[src/rtl/pidaw_pkg.sv]
// ----------------------------------------------------------------------------
// pidaw_pkg: shared types, constants and helpers for the PID controller
// Payload structs, sequencer states, register indexes, unit widths and the
// 40-bit saturation helpers used by the top level.
// ----------------------------------------------------------------------------
package pidaw_pkg;

  localparam int FRAC_BITS_DEF = 16;

  // field widths
  localparam int GAIN_W     = 16;
  localparam int PERIOD_W   = 8;
  localparam int DRV_W      = 16;
  localparam int ERR_W      = 17;
  localparam int TERM_W     = 40;
  localparam int SUM_W      = 42;

  // configuration port
  localparam int CFG_IDX_W  = 3;
  localparam int CFG_DATA_W = 16;

  // shared multiplier
  localparam int MUL_A_W    = 25;
  localparam int MUL_B_W    = 21;
  localparam int MUL_P_W    = MUL_A_W + MUL_B_W;

  // serial divider
  localparam int DIV_STEPS  = 4;
  localparam int DVSR_W     = 21;
  localparam int REM_W      = DVSR_W + 1;
  localparam int QUOT_W     = 41;
  localparam int MAG_W      = 41;
  localparam int NUM_W      = 58;
  localparam int NUM_MAG_W  = 57;
  localparam int DIV_W_DEF  = 60;

  localparam logic [DVSR_W-1:0] DIV_PROP  = 21'd1000;
  localparam logic [DVSR_W-1:0] DIV_INTEG = 21'd2000000;
  localparam logic [DVSR_W-1:0] DIV_DERIV = 21'd100;

  localparam logic signed [SUM_W-1:0] SAT_HI = 42'sd549755813887;
  localparam logic signed [SUM_W-1:0] SAT_LO = -42'sd549755813888;

  typedef enum logic [CFG_IDX_W-1:0] {
    CFG_PROP_GAIN,
    CFG_INTEG_GAIN,
    CFG_DERIV_GAIN,
    CFG_FILTER_TAU,
    CFG_SAMPLE_PERIOD,
    CFG_DRIVE_MAX,
    CFG_DRIVE_MIN,
    CFG_INTEGRATE_ON
  } cfg_idx_t;

  typedef enum logic [4:0] {
    ST_IDLE,
    ST_MUL_P,
    ST_DIV_P,
    ST_WAIT_P,
    ST_MUL_IG,
    ST_MUL_I,
    ST_DIV_I,
    ST_WAIT_I,
    ST_INTEG,
    ST_CLAMP,
    ST_MUL_D,
    ST_DIV_D,
    ST_WAIT_D,
    ST_MUL_LO,
    ST_MUL_HI,
    ST_NUM,
    ST_DIV_F,
    ST_WAIT_F,
    ST_SUM,
    ST_OUT
  } state_t;

  typedef struct packed {
    logic signed [DRV_W-1:0] measured;
    logic signed [DRV_W-1:0] target;
  } pid_in_t;

  typedef struct packed {
    logic signed [DRV_W-1:0]  drive;
    logic signed [TERM_W-1:0] prop_term;
    logic signed [TERM_W-1:0] integ_term;
    logic signed [TERM_W-1:0] deriv_term;
  } pid_out_t;

  typedef struct packed {
    logic              done;
    logic              ovf;
    logic [QUOT_W-1:0] quot;
  } div_res_t;

  function automatic logic signed [TERM_W-1:0] sat40(input logic signed [SUM_W-1:0] v);
    logic signed [TERM_W-1:0] res;
    if (v > SAT_HI) begin
      res = SAT_HI[TERM_W-1:0];
    end else if (v < SAT_LO) begin
      res = SAT_LO[TERM_W-1:0];
    end else begin
      res = v[TERM_W-1:0];
    end
    return res;
  endfunction

  // apply sign to a quotient magnitude and saturate to the 40-bit range
  function automatic logic signed [TERM_W-1:0] sat_mag(input logic neg, input logic ovf,
                                                       input logic [QUOT_W-1:0] q);
    logic [QUOT_W-1:0]        nq;
    logic signed [TERM_W-1:0] res;
    nq = -q;
    if (neg) begin
      if (ovf || (q > 41'd549755813888)) begin
        res = SAT_LO[TERM_W-1:0];
      end else begin
        res = nq[TERM_W-1:0];
      end
    end else begin
      if (ovf || (q > 41'd549755813887)) begin
        res = SAT_HI[TERM_W-1:0];
      end else begin
        res = q[TERM_W-1:0];
      end
    end
    return res;
  endfunction

endpackage

[src/rtl/pidaw_mul.sv]
// ----------------------------------------------------------------------------
// pidaw_mul: shared signed multiplier
// One 25 x 21 bit signed product per cycle, registered at the output.
// ----------------------------------------------------------------------------
module pidaw_mul import pidaw_pkg::*; (
  input  logic                      clk,
  input  logic signed [MUL_A_W-1:0] op_a,
  input  logic signed [MUL_B_W-1:0] op_b,
  output logic signed [MUL_P_W-1:0] prod_r
);

  always_ff @(posedge clk) begin
    prod_r <= op_a * op_b;
  end

endmodule

[src/rtl/pidaw_div.sv]
// ----------------------------------------------------------------------------
// pidaw_div: serial unsigned divider
// Restoring long division, DIV_STEPS dividend bits per cycle, with a
// 41-bit quotient and a sticky flag for quotient bits shifted out on top.
// ----------------------------------------------------------------------------
module pidaw_div import pidaw_pkg::*; #(
  parameter int DIV_W = DIV_W_DEF
) (
  input  logic              clk,
  input  logic              rst_n,
  input  logic              start,
  input  logic [DIV_W-1:0]  dividend,
  input  logic [DVSR_W-1:0] divisor,
  output div_res_t          res
);

  localparam int STEP_CNT = DIV_W / DIV_STEPS;
  localparam int CNT_W    = $clog2(STEP_CNT + 1);

  logic              busy_r;
  logic              done_r;
  logic [CNT_W-1:0]  cnt_r;
  logic [DIV_W-1:0]  dd_r;
  logic [REM_W-1:0]  rem_r;
  logic [QUOT_W-1:0] q_r;
  logic              ovf_r;
  logic [DVSR_W-1:0] divisor_r;

  logic [DIV_W-1:0]  dd_nxt;
  logic [REM_W-1:0]  rem_nxt;
  logic [QUOT_W-1:0] q_nxt;
  logic              ovf_nxt;

  always_comb begin
    logic [REM_W-1:0] trial;
    dd_nxt  = dd_r;
    rem_nxt = rem_r;
    q_nxt   = q_r;
    ovf_nxt = ovf_r;
    trial   = '0;
    for (int i = 0; i < DIV_STEPS; i++) begin
      trial   = {rem_nxt[REM_W-2:0], dd_nxt[DIV_W-1]};
      dd_nxt  = dd_nxt << 1;
      ovf_nxt = ovf_nxt | q_nxt[QUOT_W-1];
      if (trial >= {1'b0, divisor_r}) begin
        rem_nxt = trial - {1'b0, divisor_r};
        q_nxt   = {q_nxt[QUOT_W-2:0], 1'b1};
      end else begin
        rem_nxt = trial;
        q_nxt   = {q_nxt[QUOT_W-2:0], 1'b0};
      end
    end
  end

  always_ff @(posedge clk) begin
    if (!rst_n) begin
      busy_r <= 1'b0;
      done_r <= 1'b0;
      cnt_r  <= '0;
    end else begin
      done_r <= 1'b0;
      if (start) begin
        busy_r <= 1'b1;
        cnt_r  <= CNT_W'(STEP_CNT);
      end else if (busy_r) begin
        cnt_r <= cnt_r - 1'b1;
        if (cnt_r == CNT_W'(1)) begin
          busy_r <= 1'b0;
          done_r <= 1'b1;
        end
      end
    end
  end

  always_ff @(posedge clk) begin
    if (start) begin
      dd_r      <= dividend;
      rem_r     <= '0;
      q_r       <= '0;
      ovf_r     <= 1'b0;
      divisor_r <= divisor;
    end else if (busy_r) begin
      dd_r  <= dd_nxt;
      rem_r <= rem_nxt;
      q_r   <= q_nxt;
      ovf_r <= ovf_nxt;
    end
  end

  assign res.done = done_r;
  assign res.ovf  = ovf_r;
  assign res.quot = q_r;

endmodule

[src/rtl/pid_controller_antiwindup.sv]
// ----------------------------------------------------------------------------
// One item at a time: the next input is taken only after the result is loaded
// into the output register. Each item runs four divisions on the 4-bit-per-cycle
// divider (three when filter_tau and sample_period are both zero).
// Reset (synchronous, rst_n low): configuration to defaults, controller state cleared.
// ----------------------------------------------------------------------------
module pid_controller_antiwindup import pidaw_pkg::*; #(
  parameter int FRAC_BITS = FRAC_BITS_DEF
) (
  input  logic                  clk,
  input  logic                  rst_n,
  input  logic                  in_valid,
  output logic                  in_ready,
  input  pid_in_t               in_data,
  output logic                  out_valid,
  input  logic                  out_ready,
  output pid_out_t              out_data,
  input  logic                  cfg_we,
  input  logic [CFG_IDX_W-1:0]  cfg_addr,
  input  logic [CFG_DATA_W-1:0] cfg_wdata
);

  localparam int DIV_W_MIN = (FRAC_BITS + MAG_W > NUM_MAG_W) ? FRAC_BITS + MAG_W : NUM_MAG_W;
  localparam int DIV_W     = ((DIV_W_MIN + DIV_STEPS - 1) / DIV_STEPS) * DIV_STEPS;
  localparam logic signed [SUM_W-1:0] DRV_BIAS = (42'sd1 <<< FRAC_BITS) - 42'sd1;

  state_t state_r, state_nxt;

  // configuration
  logic [GAIN_W-1:0]          prop_gain_r;
  logic [GAIN_W-1:0]          integ_gain_r;
  logic [GAIN_W-1:0]          deriv_gain_r;
  logic [GAIN_W-1:0]          filter_tau_r;
  logic [PERIOD_W-1:0]        sample_period_r;
  logic signed [DRV_W-1:0]    drive_max_r;
  logic signed [DRV_W-1:0]    drive_min_r;
  logic                       integrate_on_r;

  // controller state
  logic signed [TERM_W-1:0]   integ_acc_r;
  logic signed [TERM_W-1:0]   deriv_acc_r;
  logic signed [ERR_W-1:0]    last_err_r;

  // working registers
  logic signed [ERR_W-1:0]    err_r;
  logic                       neg_r;
  logic signed [TERM_W-1:0]   p_r;
  logic signed [TERM_W-1:0]   inc_r;
  logic signed [TERM_W-1:0]   t1_r;
  logic signed [TERM_W-1:0]   d_r;
  logic signed [TERM_W-1:0]   acc_r;
  logic signed [TERM_W-1:0]   lim_hi_r;
  logic signed [TERM_W-1:0]   lim_lo_r;
  logic signed [NUM_W-1:0]    num_r;
  logic signed [SUM_W-1:0]    sum_r;
  logic                       out_valid_r;
  pid_out_t                   out_data_r;

  // shared units
  logic signed [MUL_A_W-1:0]  mul_a;
  logic signed [MUL_B_W-1:0]  mul_b;
  logic signed [MUL_P_W-1:0]  prod_r;
  logic                       div_start;
  logic [DIV_W-1:0]           div_dvd;
  logic [DVSR_W-1:0]          div_dvsr;
  div_res_t                   div_res;

  logic                       load_out;
  logic signed [ERR_W-1:0]    in_err;
  logic signed [ERR_W:0]      esum;
  logic signed [ERR_W:0]      ediff;
  logic signed [17:0]         coef;
  logic [17:0]                den;
  logic [MUL_P_W-1:0]         prod_mag;
  logic [NUM_W-1:0]           num_mag;
  logic [DIV_W-1:0]           scaled_dvd;
  logic [DIV_W-1:0]           num_dvd;
  logic signed [TERM_W-1:0]   quot_sat;
  logic signed [SUM_W-1:0]    acc_sum;
  logic signed [SUM_W-1:0]    dmax_sh;
  logic signed [SUM_W-1:0]    dmin_sh;
  logic signed [SUM_W-1:0]    p_x;
  logic signed [SUM_W-1:0]    hi_diff;
  logic signed [SUM_W-1:0]    lo_diff;
  logic signed [TERM_W-1:0]   clamp_val;
  logic signed [SUM_W-1:0]    sum_adj;
  logic signed [SUM_W-1:0]    drv_full;
  logic signed [SUM_W-1:0]    dmax_x;
  logic signed [SUM_W-1:0]    dmin_x;
  logic signed [DRV_W-1:0]    drv;

  pidaw_mul u_mul (
    .clk    (clk),
    .op_a   (mul_a),
    .op_b   (mul_b),
    .prod_r (prod_r)
  );

  pidaw_div #(
    .DIV_W (DIV_W)
  ) u_div (
    .clk      (clk),
    .rst_n    (rst_n),
    .start    (div_start),
    .dividend (div_dvd),
    .divisor  (div_dvsr),
    .res      (div_res)
  );

  assign in_err = {in_data.target[DRV_W-1], in_data.target}
                - {in_data.measured[DRV_W-1], in_data.measured};
  assign esum   = {err_r[ERR_W-1], err_r} + {last_err_r[ERR_W-1], last_err_r};
  assign ediff  = {err_r[ERR_W-1], err_r} - {last_err_r[ERR_W-1], last_err_r};
  assign coef   = $signed({1'b0, filter_tau_r, 1'b0}) - $signed({10'd0, sample_period_r});
  assign den    = {1'b0, filter_tau_r, 1'b0} + {10'd0, sample_period_r};

  assign prod_mag   = prod_r[MUL_P_W-1] ? MUL_P_W'(-prod_r) : MUL_P_W'(prod_r);
  assign num_mag    = num_r[NUM_W-1] ? NUM_W'(-num_r) : NUM_W'(num_r);
  assign scaled_dvd = {{(DIV_W-MAG_W){1'b0}}, prod_mag[MAG_W-1:0]} << FRAC_BITS;
  assign num_dvd    = {{(DIV_W-NUM_MAG_W){1'b0}}, num_mag[NUM_MAG_W-1:0]};
  assign quot_sat   = sat_mag(neg_r, div_res.ovf, div_res.quot);

  // integrator update and its anti-windup limits
  assign acc_sum = {{2{integ_acc_r[TERM_W-1]}}, integ_acc_r} + {{2{inc_r[TERM_W-1]}}, inc_r};
  assign dmax_sh = $signed({{(SUM_W-DRV_W){drive_max_r[DRV_W-1]}}, drive_max_r}) <<< FRAC_BITS;
  assign dmin_sh = $signed({{(SUM_W-DRV_W){drive_min_r[DRV_W-1]}}, drive_min_r}) <<< FRAC_BITS;
  assign p_x     = {{2{p_r[TERM_W-1]}}, p_r};
  assign hi_diff = dmax_sh - p_x;
  assign lo_diff = dmin_sh - p_x;

  always_comb begin
    priority if (acc_r > lim_hi_r) begin
      clamp_val = lim_hi_r;
    end else if (acc_r < lim_lo_r) begin
      clamp_val = lim_lo_r;
    end else begin
      clamp_val = acc_r;
    end
  end

  // truncate the sum toward zero, then clamp low limit first
  assign sum_adj  = sum_r + (sum_r[SUM_W-1] ? DRV_BIAS : '0);
  assign drv_full = sum_adj >>> FRAC_BITS;
  assign dmax_x   = {{(SUM_W-DRV_W){drive_max_r[DRV_W-1]}}, drive_max_r};
  assign dmin_x   = {{(SUM_W-DRV_W){drive_min_r[DRV_W-1]}}, drive_min_r};

  always_comb begin
    priority if (drv_full < dmin_x) begin
      drv = drive_min_r;
    end else if (drv_full > dmax_x) begin
      drv = drive_max_r;
    end else begin
      drv = drv_full[DRV_W-1:0];
    end
  end

  always_ff @(posedge clk) begin
    if (!rst_n) begin
      state_r <= ST_IDLE;
    end else begin
      state_r <= state_nxt;
    end
  end

  always_comb begin
    state_nxt = state_r;
    in_ready  = 1'b0;
    load_out  = 1'b0;
    mul_a     = '0;
    mul_b     = '0;
    div_start = 1'b0;
    div_dvd   = scaled_dvd;
    div_dvsr  = DIV_PROP;
    unique case (state_r)
      ST_IDLE: begin
        in_ready = 1'b1;
        if (in_valid) state_nxt = ST_MUL_P;
      end
      ST_MUL_P: begin
        mul_a     = {9'd0, prop_gain_r};
        mul_b     = {{4{err_r[ERR_W-1]}}, err_r};
        state_nxt = ST_DIV_P;
      end
      ST_DIV_P: begin
        div_start = 1'b1;
        div_dvsr  = DIV_PROP;
        state_nxt = ST_WAIT_P;
      end
      ST_WAIT_P: begin
        if (div_res.done) state_nxt = ST_MUL_IG;
      end
      ST_MUL_IG: begin
        mul_a     = {9'd0, integ_gain_r};
        mul_b     = {13'd0, sample_period_r};
        state_nxt = ST_MUL_I;
      end
      ST_MUL_I: begin
        mul_a     = {1'b0, prod_r[23:0]};
        mul_b     = {{3{esum[ERR_W]}}, esum};
        state_nxt = ST_DIV_I;
      end
      ST_DIV_I: begin
        div_start = 1'b1;
        div_dvsr  = DIV_INTEG;
        state_nxt = ST_WAIT_I;
      end
      ST_WAIT_I: begin
        if (div_res.done) state_nxt = ST_INTEG;
      end
      ST_INTEG: state_nxt = ST_CLAMP;
      ST_CLAMP: state_nxt = ST_MUL_D;
      ST_MUL_D: begin
        mul_a     = {8'd0, deriv_gain_r, 1'b0};
        mul_b     = {{3{ediff[ERR_W]}}, ediff};
        state_nxt = ST_DIV_D;
      end
      ST_DIV_D: begin
        div_start = 1'b1;
        div_dvsr  = DIV_DERIV;
        state_nxt = ST_WAIT_D;
      end
      ST_WAIT_D: begin
        if (div_res.done) state_nxt = ST_MUL_LO;
      end
      ST_MUL_LO: begin
        mul_a     = {{7{coef[17]}}, coef};
        mul_b     = {1'b0, deriv_acc_r[19:0]};
        state_nxt = ST_MUL_HI;
      end
      ST_MUL_HI: begin
        mul_a     = {{7{coef[17]}}, coef};
        mul_b     = {deriv_acc_r[TERM_W-1], deriv_acc_r[TERM_W-1:20]};
        state_nxt = ST_NUM;
      end
      ST_NUM: state_nxt = ST_DIV_F;
      ST_DIV_F: begin
        // zero filter denominator: skip the division, term is zero
        if (den == '0) begin
          state_nxt = ST_SUM;
        end else begin
          div_start = 1'b1;
          div_dvd   = num_dvd;
          div_dvsr  = DVSR_W'(den);
          state_nxt = ST_WAIT_F;
        end
      end
      ST_WAIT_F: begin
        if (div_res.done) state_nxt = ST_SUM;
      end
      ST_SUM: state_nxt = ST_OUT;
      ST_OUT: begin
        // hold until the output register is free
        if (!out_valid_r || out_ready) begin
          load_out  = 1'b1;
          state_nxt = ST_IDLE;
        end
      end
      default: state_nxt = ST_IDLE;
    endcase
  end

  // configuration, controller state and output handshake
  always_ff @(posedge clk) begin
    if (!rst_n) begin
      prop_gain_r     <= 16'd1000;
      integ_gain_r    <= '0;
      deriv_gain_r    <= '0;
      filter_tau_r    <= 16'd10;
      sample_period_r <= 8'd1;
      drive_max_r     <= 16'sd32767;
      drive_min_r     <= -16'sd32768;
      integrate_on_r  <= 1'b1;
      integ_acc_r     <= '0;
      deriv_acc_r     <= '0;
      last_err_r      <= '0;
      out_valid_r     <= 1'b0;
    end else begin
      if (cfg_we) begin
        unique case (cfg_addr)
          CFG_PROP_GAIN:     prop_gain_r     <= cfg_wdata;
          CFG_INTEG_GAIN:    integ_gain_r    <= cfg_wdata;
          CFG_DERIV_GAIN:    deriv_gain_r    <= cfg_wdata;
          CFG_FILTER_TAU:    filter_tau_r    <= cfg_wdata;
          CFG_SAMPLE_PERIOD: sample_period_r <= cfg_wdata[PERIOD_W-1:0];
          CFG_DRIVE_MAX:     drive_max_r     <= cfg_wdata;
          CFG_DRIVE_MIN:     drive_min_r     <= cfg_wdata;
          CFG_INTEGRATE_ON:  integrate_on_r  <= cfg_wdata[0];
          default: ;
        endcase
      end
      if (state_r == ST_CLAMP) integ_acc_r <= clamp_val;
      if (load_out) begin
        deriv_acc_r <= d_r;
        last_err_r  <= err_r;
        out_valid_r <= 1'b1;
      end else if (out_ready) begin
        out_valid_r <= 1'b0;
      end
    end
  end

  // datapath working registers
  always_ff @(posedge clk) begin
    unique case (state_r)
      ST_IDLE: err_r <= in_err;
      ST_DIV_P, ST_DIV_I, ST_DIV_D: neg_r <= prod_r[MUL_P_W-1];
      ST_WAIT_P: begin
        if (div_res.done) p_r <= quot_sat;
      end
      ST_WAIT_I: begin
        if (div_res.done) inc_r <= quot_sat;
      end
      ST_INTEG: begin
        acc_r    <= integrate_on_r ? sat40(acc_sum) : '0;
        lim_hi_r <= (hi_diff > 42'sd0) ? sat40(hi_diff) : '0;
        lim_lo_r <= (lo_diff < 42'sd0) ? sat40(lo_diff) : '0;
      end
      ST_WAIT_D: begin
        if (div_res.done) t1_r <= quot_sat;
      end
      ST_MUL_HI: begin
        num_r <= {{(NUM_W-TERM_W){t1_r[TERM_W-1]}}, t1_r}
               + {{(NUM_W-MUL_P_W){prod_r[MUL_P_W-1]}}, prod_r};
      end
      ST_NUM: num_r <= num_r + $signed({prod_r[37:0], 20'd0});
      ST_DIV_F: begin
        neg_r <= num_r[NUM_W-1];
        if (den == '0) d_r <= '0;
      end
      ST_WAIT_F: begin
        if (div_res.done) d_r <= quot_sat;
      end
      ST_SUM: sum_r <= p_x + {{2{integ_acc_r[TERM_W-1]}}, integ_acc_r}
                     + {{2{d_r[TERM_W-1]}}, d_r};
      ST_OUT: begin
        if (load_out) begin
          out_data_r.drive      <= drv;
          out_data_r.prop_term  <= p_r;
          out_data_r.integ_term <= integ_acc_r;
          out_data_r.deriv_term <= d_r;
        end
      end
      default: ;
    endcase
  end

  assign out_valid = out_valid_r;
  assign out_data  = out_data_r;

`ifndef SYNTH
  a_busy_after_accept: assert property (@(posedge clk) disable iff (!rst_n)
    in_valid && in_ready |=> !in_ready)
    else $error("input taken while an item is in progress");

  a_div_done_in_wait: assert property (@(posedge clk) disable iff (!rst_n)
    div_res.done |-> (state_r == ST_WAIT_P) || (state_r == ST_WAIT_I) ||
                     (state_r == ST_WAIT_D) || (state_r == ST_WAIT_F))
    else $error("divider finished outside a wait state");

  a_integ_in_limits: assert property (@(posedge clk) disable iff (!rst_n)
    state_r == ST_CLAMP |=> (integ_acc_r <= lim_hi_r) && (integ_acc_r >= lim_lo_r))
    else $error("integrator outside anti-windup limits");
`endif

endmodule
[config.mk]
export PLATFORM = sky130hd
export DESIGN_NAME = pid_controller_antiwindup
export DESIGN_NICKNAME = d
export VERILOG_FILES = /design/src/rtl/pidaw_pkg.sv /design/src/rtl/pidaw_mul.sv /design/src/rtl/pidaw_div.sv /design/src/rtl/pid_controller_antiwindup.sv
export SDC_FILE = /design/constraint.sdc
export NUM_CORES = 2
export LEC_CHECK = 0
export BUFFER_PORTS_ARGS = -buffer_cell sky130_fd_sc_hd__buf_2
export CORE_MARGIN = 2
export CORE_UTILIZATION = 59
export CTS_CLUSTER_DIAMETER = 40
export CTS_CLUSTER_SIZE = 14
export DETAILED_ROUTE_END_ITERATION = 6
export PLACE_DENSITY = 0.79
export SYNTH_ARGS = -nofsm -noshare
export SYNTH_HDL_FRONTEND = slang
export SYNTH_SLANG_ARGS = --single-unit
[constraint.sdc]
create_clock -name clk -period 10.3 [get_ports clk]
set_clock_uncertainty 0.15 [all_clocks]
set_input_delay 1.545 -clock clk [delete_from_list [all_inputs] [get_ports clk]]
set_output_delay 1.545 -clock clk [all_outputs]
set_load 0.01 [all_outputs]
# Word-level counts from Yosys, hierarchy flattened
# Cells that the tools add are included.
# op_classes
bitwise,9
reduce_logical,32
n_mux,58
n_eq_ne,34
n_mul,1
order_cmp,18
add_sub_neg,21
# ops
cell,n
40-bit two-way mux,10
57-bit two-way mux,3
"41-bit by 40-bit > comparator with 1-bit output, second input constant",4
21-bit one-hot mux with 6 select lines,1
25-bit one-hot mux with 5 select lines,1
"41-bit by 40-bit < comparator with 1-bit output, second input constant",3
60-bit two-way mux,2
39-bit two-way mux,3
58-bit one-hot mux with 2 select lines,1
5-bit one-hot mux with 20 select lines,1
22-bit by 21-bit greater-or-equal comparator with 1-bit output,4
21-bit two-way mux,4
21-bit subtractor,4
40-bit by 40-bit adder with 41-bit output,2
32-bit by 40-bit subtractor with 41-bit output,2
40-bit one-hot mux with 2 select lines,1
21-bit one-hot mux with 3 select lines,1
58-bit adder,1
57-bit negator,1
16-bit two-way mux,3
40-bit by 46-bit adder with 47-bit output,1
25-bit by 21-bit multiplier with 46-bit output,1
41-bit by 40-bit adder with 42-bit output,1
42-bit by 16-bit adder with 42-bit output,1
46 further kinds,117
# totals
ff_bits,938
word_cells,213
in_bits,56

# Longest topological paths before layout
# logic_depth
word_depth,8
mapped_depth,49
mapped_depth_nobuf,44

# By module
# From an unflattened synthesis, not the netlist that was laid out.
# unflattened
hier_cells,8644
area_unflattened_um2,80777.5
# by_module_without_submodules
mod,area_each_um2,cells_each,instances
pid_controller_antiwindup,49781.5,5292,1
pidaw_mul,20044.2,2194,1
pidaw_div,10951.8,1158,1

# Worst setup path after synthesis
# OpenSTA, ideal clock, no wires.
# synth_path
path_kind,register to register
startpoint,register u_div.divisor_r[1]
endpoint,register u_div.rem_r[15]
arrival_ns,11.006
stages_incl_launch_ff,44
period_less_slack_ns,11.278
t_required_ns,10.028
setup_time_ns,0.122
slack_ns,-0.978
cell_sequence,edfxtp_1 inv_1 fa_1 a21o_1 a221o_1 a211o_1 a211oi_2 o21ai_1 clkbuf_1 mux2_2 ha_1 a21oi_1 o221ai_1 a221oi_1 o221ai_1 o21ai_0 o21ai_1 or2_1 (+8 left out) o31a_1 nor3_1 a22oi_2 buf_4 mux2i_1 fa_1 a21o_1 a21oi_1 nor2_1 or4_1 a221oi_1 o21ai_0 a221o_1 a2111oi_0 mux2_4 nor2_2 buf_4 a221o_1
# synth_between
elab_chain_cells,8
word_cells_on_any_way,12
cone_classes,add/sub: 4; order compare: 4; mux: 4
# synth_lines
element,line,source
"start, declared",pidaw_div.sv:27,logic [DVSR_W-1:0] divisor_r;
"start signal, assigned",pidaw_div.sv:81,divisor_r <= divisor;
21-bit subtractor or 22-bit by 21-bit greater-or-equal comparator with 1-bit output (tied branches),"pidaw_div.sv:46, pidaw_div.sv:45",
21-bit two-way mux,pidaw_div.sv:45,"if (trial >= {1'b0, divisor_r}) begin"
21-bit subtractor or 22-bit by 21-bit greater-or-equal comparator with 1-bit output (tied branches),"pidaw_div.sv:46, pidaw_div.sv:45",
21-bit two-way mux,pidaw_div.sv:45,
21-bit subtractor or 22-bit by 21-bit greater-or-equal comparator with 1-bit output (tied branches),"pidaw_div.sv:46, pidaw_div.sv:45",
21-bit two-way mux,pidaw_div.sv:45,
21-bit subtractor or 22-bit by 21-bit greater-or-equal comparator with 1-bit output (tied branches),"pidaw_div.sv:46, pidaw_div.sv:45",
21-bit two-way mux *,pidaw_div.sv:45,
"end signal, assigned",pidaw_div.sv:84,rem_r <= rem_nxt;
"end, declared",pidaw_div.sv:24,logic [REM_W-1:0] rem_r;
# Mark *: on every way between the ends. The rest lies on a longest branch, timed or not.
# A chain may end at the register's enable or synchronous reset.

# Worst setup path after layout
# layout_path
startpoint,register u_div.dd_r[59]
endpoint,register u_div.rem_r[11]
# layout_between
elab_chain_cells,8
word_cells_on_any_way,12
cone_classes,add/sub: 4; order compare: 4; mux: 4
# layout_lines
element,line,source
"start, declared",pidaw_div.sv:23,logic [DIV_W-1:0] dd_r;
"start signal, assigned",pidaw_div.sv:77,dd_r <= dividend;
"start signal, assigned",pidaw_div.sv:83,dd_r <= dd_nxt;
21-bit subtractor or 22-bit by 21-bit greater-or-equal comparator with 1-bit output (tied branches),"pidaw_div.sv:46, pidaw_div.sv:45",
21-bit two-way mux *,pidaw_div.sv:45,
21-bit subtractor or 22-bit by 21-bit greater-or-equal comparator with 1-bit output (tied branches),"pidaw_div.sv:46, pidaw_div.sv:45",
21-bit two-way mux *,pidaw_div.sv:45,
21-bit subtractor or 22-bit by 21-bit greater-or-equal comparator with 1-bit output (tied branches),"pidaw_div.sv:46, pidaw_div.sv:45",
21-bit two-way mux *,pidaw_div.sv:45,
21-bit subtractor or 22-bit by 21-bit greater-or-equal comparator with 1-bit output (tied branches),"pidaw_div.sv:46, pidaw_div.sv:45",
21-bit two-way mux *,pidaw_div.sv:45,
# Marks and branches as above.

==> results_dict.tcl <==
set metrics [dict create \
    clock_latency_ns 0.81 \
    worst_pin_slew_ns 1.38 \
    synth_flop_cell "edfxtp_1" \
    period_share 1.03 \
    startpoint_type "flop" \
    syn-num-nets 9767 \
    met1_usage 0.504 \
    num_vias 68100 \
    timing.setup.critical_path_class "reg2reg" \
    power_frac_seq 0.196 \
    final_area_sq_um 91600 \
    dieArea_sq_um 138000 \
    p_switching_uw 10400 \
    met3_usage 0.108 \
    area_growth_pct 15.0 \
    synth_seq_area_share 0.312 \
    totalPowerFinal_uw 24700 \
    cts_tree "yes" \
    setup_viol 22 \
    ant_nets 0 \
    drv_slew 0 \
    track_usage 0.377 \
    yosysMostFrequentCell "nand2_1" \
    path_clk_slew_ns 0.05 \
    grt_use_met2 0.573 \
    post-route-min-period_ns 10.58 \
    synth_async_sr_flop_share 0 \
    ys_warn_count 0 \
    end_kind "flop" \
    critPathTopFamily "compound AO/OA/AOI/OAI gates" \
    drc 0 \
    violations "negative setup slack" \
    drive_gt1_frac 0.130 \
    cp_slowest_stage_delay_ns 0.46 \
    htreeDepth 4 \
    dp.cells 10500 \
    cts_made_buffers 150 \
    maxCapViolCount 0 \
    ir_worst_vdd_uv 609 \
    layout_setup_ws_ns -0.281 \
    ios 194 \
    grt_pass1_wl_um 397000 \
    grt_pass1_vias 66700 \
    start_util 0.595 \
    cp_common_cell "buf_6" \
    pre_cts_ws_ns -0.534 \
    synth_top_area_frac 0.231 \
    wl_per_cell_um 24.1 \
    path_buf_inv 11 \
    worst_ep_required_time_ns 10.78 \
    relSlewSlack 0.0525 \
    min_path_type "reg2reg" \
    status "complete, but fails checks" \
    dpl_cell_area_sq_um 85100 \
    synth_top_area_cell "edfxtp_1" \
    clock_sinks 936 \
    hpwlAfterDp_um 201000 \
    synth_edf_count 613 \
    power_leakage_uw 0.0410 \
    die_w_um 371 \
    ys_ff_latch 936 \
    io_buffer_count 193 \
    antenna_found_initial 25 \
    gp_congestion 0.999 \
    cpMaxStageDelayCell "or4_4" \
    whs_ns 0.317 \
    hold_viol_final 0 \
    power.share.clock 0.218 \
    wl_um 262000 \
    gr-total-overflow 0 \
    syn-cell-area_sq_um 79700 \
    nets 10200 \
    die_h_um 371 \
    power_frac_comb 0.585 \
    powerDensity_nw_per_um2 270 \
    p_int_uw 14300 \
    core_sq_um 134000 \
    drt_iter0_drc 7699 \
    synthTopCellsByCount "nand2_1, inv_1, ha_1" \
    firstDrtPassIters 6 \
    switching_share 0.421 \
    rows 134 \
    synthTopCellsByArea "edfxtp_1, fa_1, ha_1, dfxtp_1, nand2_1" \
    grt-busiest-layer "met2" \
    crit_fanout 8 \
    avgViaCountPerCell 6.27 \
    fmax_mhz 94.5 \
    rsz0062_at_grt "true" \
    crit_arrival_ns 11.06 \
    grt_max_degree 137 \
    syn_inst 8492 \
    synth_cell_type_count 103 \
    fin_cells 10900 \
    clock-root-buffer "clkbuf_16" \
    clk_path_buf_depth 3 \
    avgSynthCellArea_sq_um 9.38 \
]
## logic make-up (layout without fill, tap and decap cells)
logic type	count (synthesis)	after routing	share of synthesized area
other	1	14	0.0000471
XOR/XNOR	452	452	0.0497
multiplexers	174	174	0.0231
buffers and inverters	1280	1854	0.0610
flip-flops	936	936	0.312
adder cells (fa/ha/maj)	1219	1219	0.247
AO/OA/AOI/OAI	1963	1964	0.164
AND/OR/NAND/NOR	2467	2469	0.143
## metrics by stage
stage | util | setup TNS [ns]
finish | 0.685 | -5.00
global route | 0.684 | -11.17
CTS | 0.681 | -3.07
detailed placement | 0.636 | -10.83
global placement | 0.636 | -8.81
floorplan | - | 0
## repair_timing
item                       in CTS  in global routing
resized for setup              64                 87
setup endpoints to repair      25                 39
pin swaps                      25                 40
setup buffers                  20                 21
hold buffers                    0                  0
gates cloned                    4                  1
## layout by cell type (no fill, tap or decap), types with 31 or more instances in the layout
cell / Yosys / layout
a211oi_1: 50 / 46
a21boi_0: 163 / 162
a21o_1: 225 / 224
a21oi_1: 430 / 410
a221o_1: 33 / 31
a22oi_1: 73 / 73
a31oi_1: 39 / 36
and2_1: 105 / 104
and3_1: 63 / 61
buf_2: 10 / 192
buf_4: 4 / 416
clkbuf_16: 0 / 151
dfxtp_1: 323 / 321
edfxtp_1: 613 / 613
fa_1: 588 / 585
ha_1: 631 / 611
inv_1: 934 / 930
mux2i_1: 128 / 124
nand2_1: 1087 / 1083
nand2b_1: 77 / 74
nand3_1: 132 / 128
nand4_1: 72 / 72
nor2_1: 473 / 452
nor2b_1: 122 / 120
nor3_1: 102 / 93
o211ai_1: 85 / 85
o21a_1: 64 / 64
o21ai_0: 396 / 373
o21ai_1: 27 / 34
o21bai_1: 43 / 42
o31ai_1: 55 / 53
or2_2: 35 / 35
or3_1: 72 / 71
xnor2_1: 247 / 246
xor2_1: 205 / 204
## area by class of cell
class / count / area, sq um
Inverter: 937 / 3520
Multi-Input combinational cell: 6279 / 51000
Tap cell: 1768 / 2210
Fill cell: 10400 / 42200
Antenna cell: 13 / 32.5
Clock buffer: 164 / 3840
Clock inverter: 117 / 1610
Timing Repair Buffer: 636 / 4520
Sequential cell: 936 / 24900
## power by group through the flow
stage	registers, uW	clock network (uW)	logic [uW]
finish	4860	5400	14500
global route	4850	5590	15700
CTS	4830	5420	13900
detailed placement	4900	0	13100
global placement	4900	0	12900
floorplan	4660	0	8480
## worst min-delay path: stages (launching register included)
cell	delay (ns)
dfxtp_1	0.30
nand2_1	0.05
a21boi_0	0.06
## routing by layer
metal	vias to the layer above	part of all wire
met4	22	0.050
met3	760	0.12
met1	33100	0.39
li1	30500	-
met2	3674	0.44
met5	-	0.00053
## final timing paths
path	endpoint	slack (ns)	startpoint	depth (start not counted)
max reg2reg	u_div.rem_r[11]	-0.28	u_div.dd_r[59]	50
min reg2reg	deriv_acc_r[30]	0.32	deriv_acc_r[30]	2
max	u_div.rem_r[11]	-0.28	u_div.dd_r[59]	50
min	deriv_acc_r[30]	0.32	deriv_acc_r[30]	2
## state kept, by name, summed over array words and instances (netlist names), 41 cells and up
register	flops
num_r	58
u_mul.prod_r	46
u_div.dd_r	60
sum_r	42
u_div.q_r	41
out_data	136
Power figures use the tool's default switching activity.
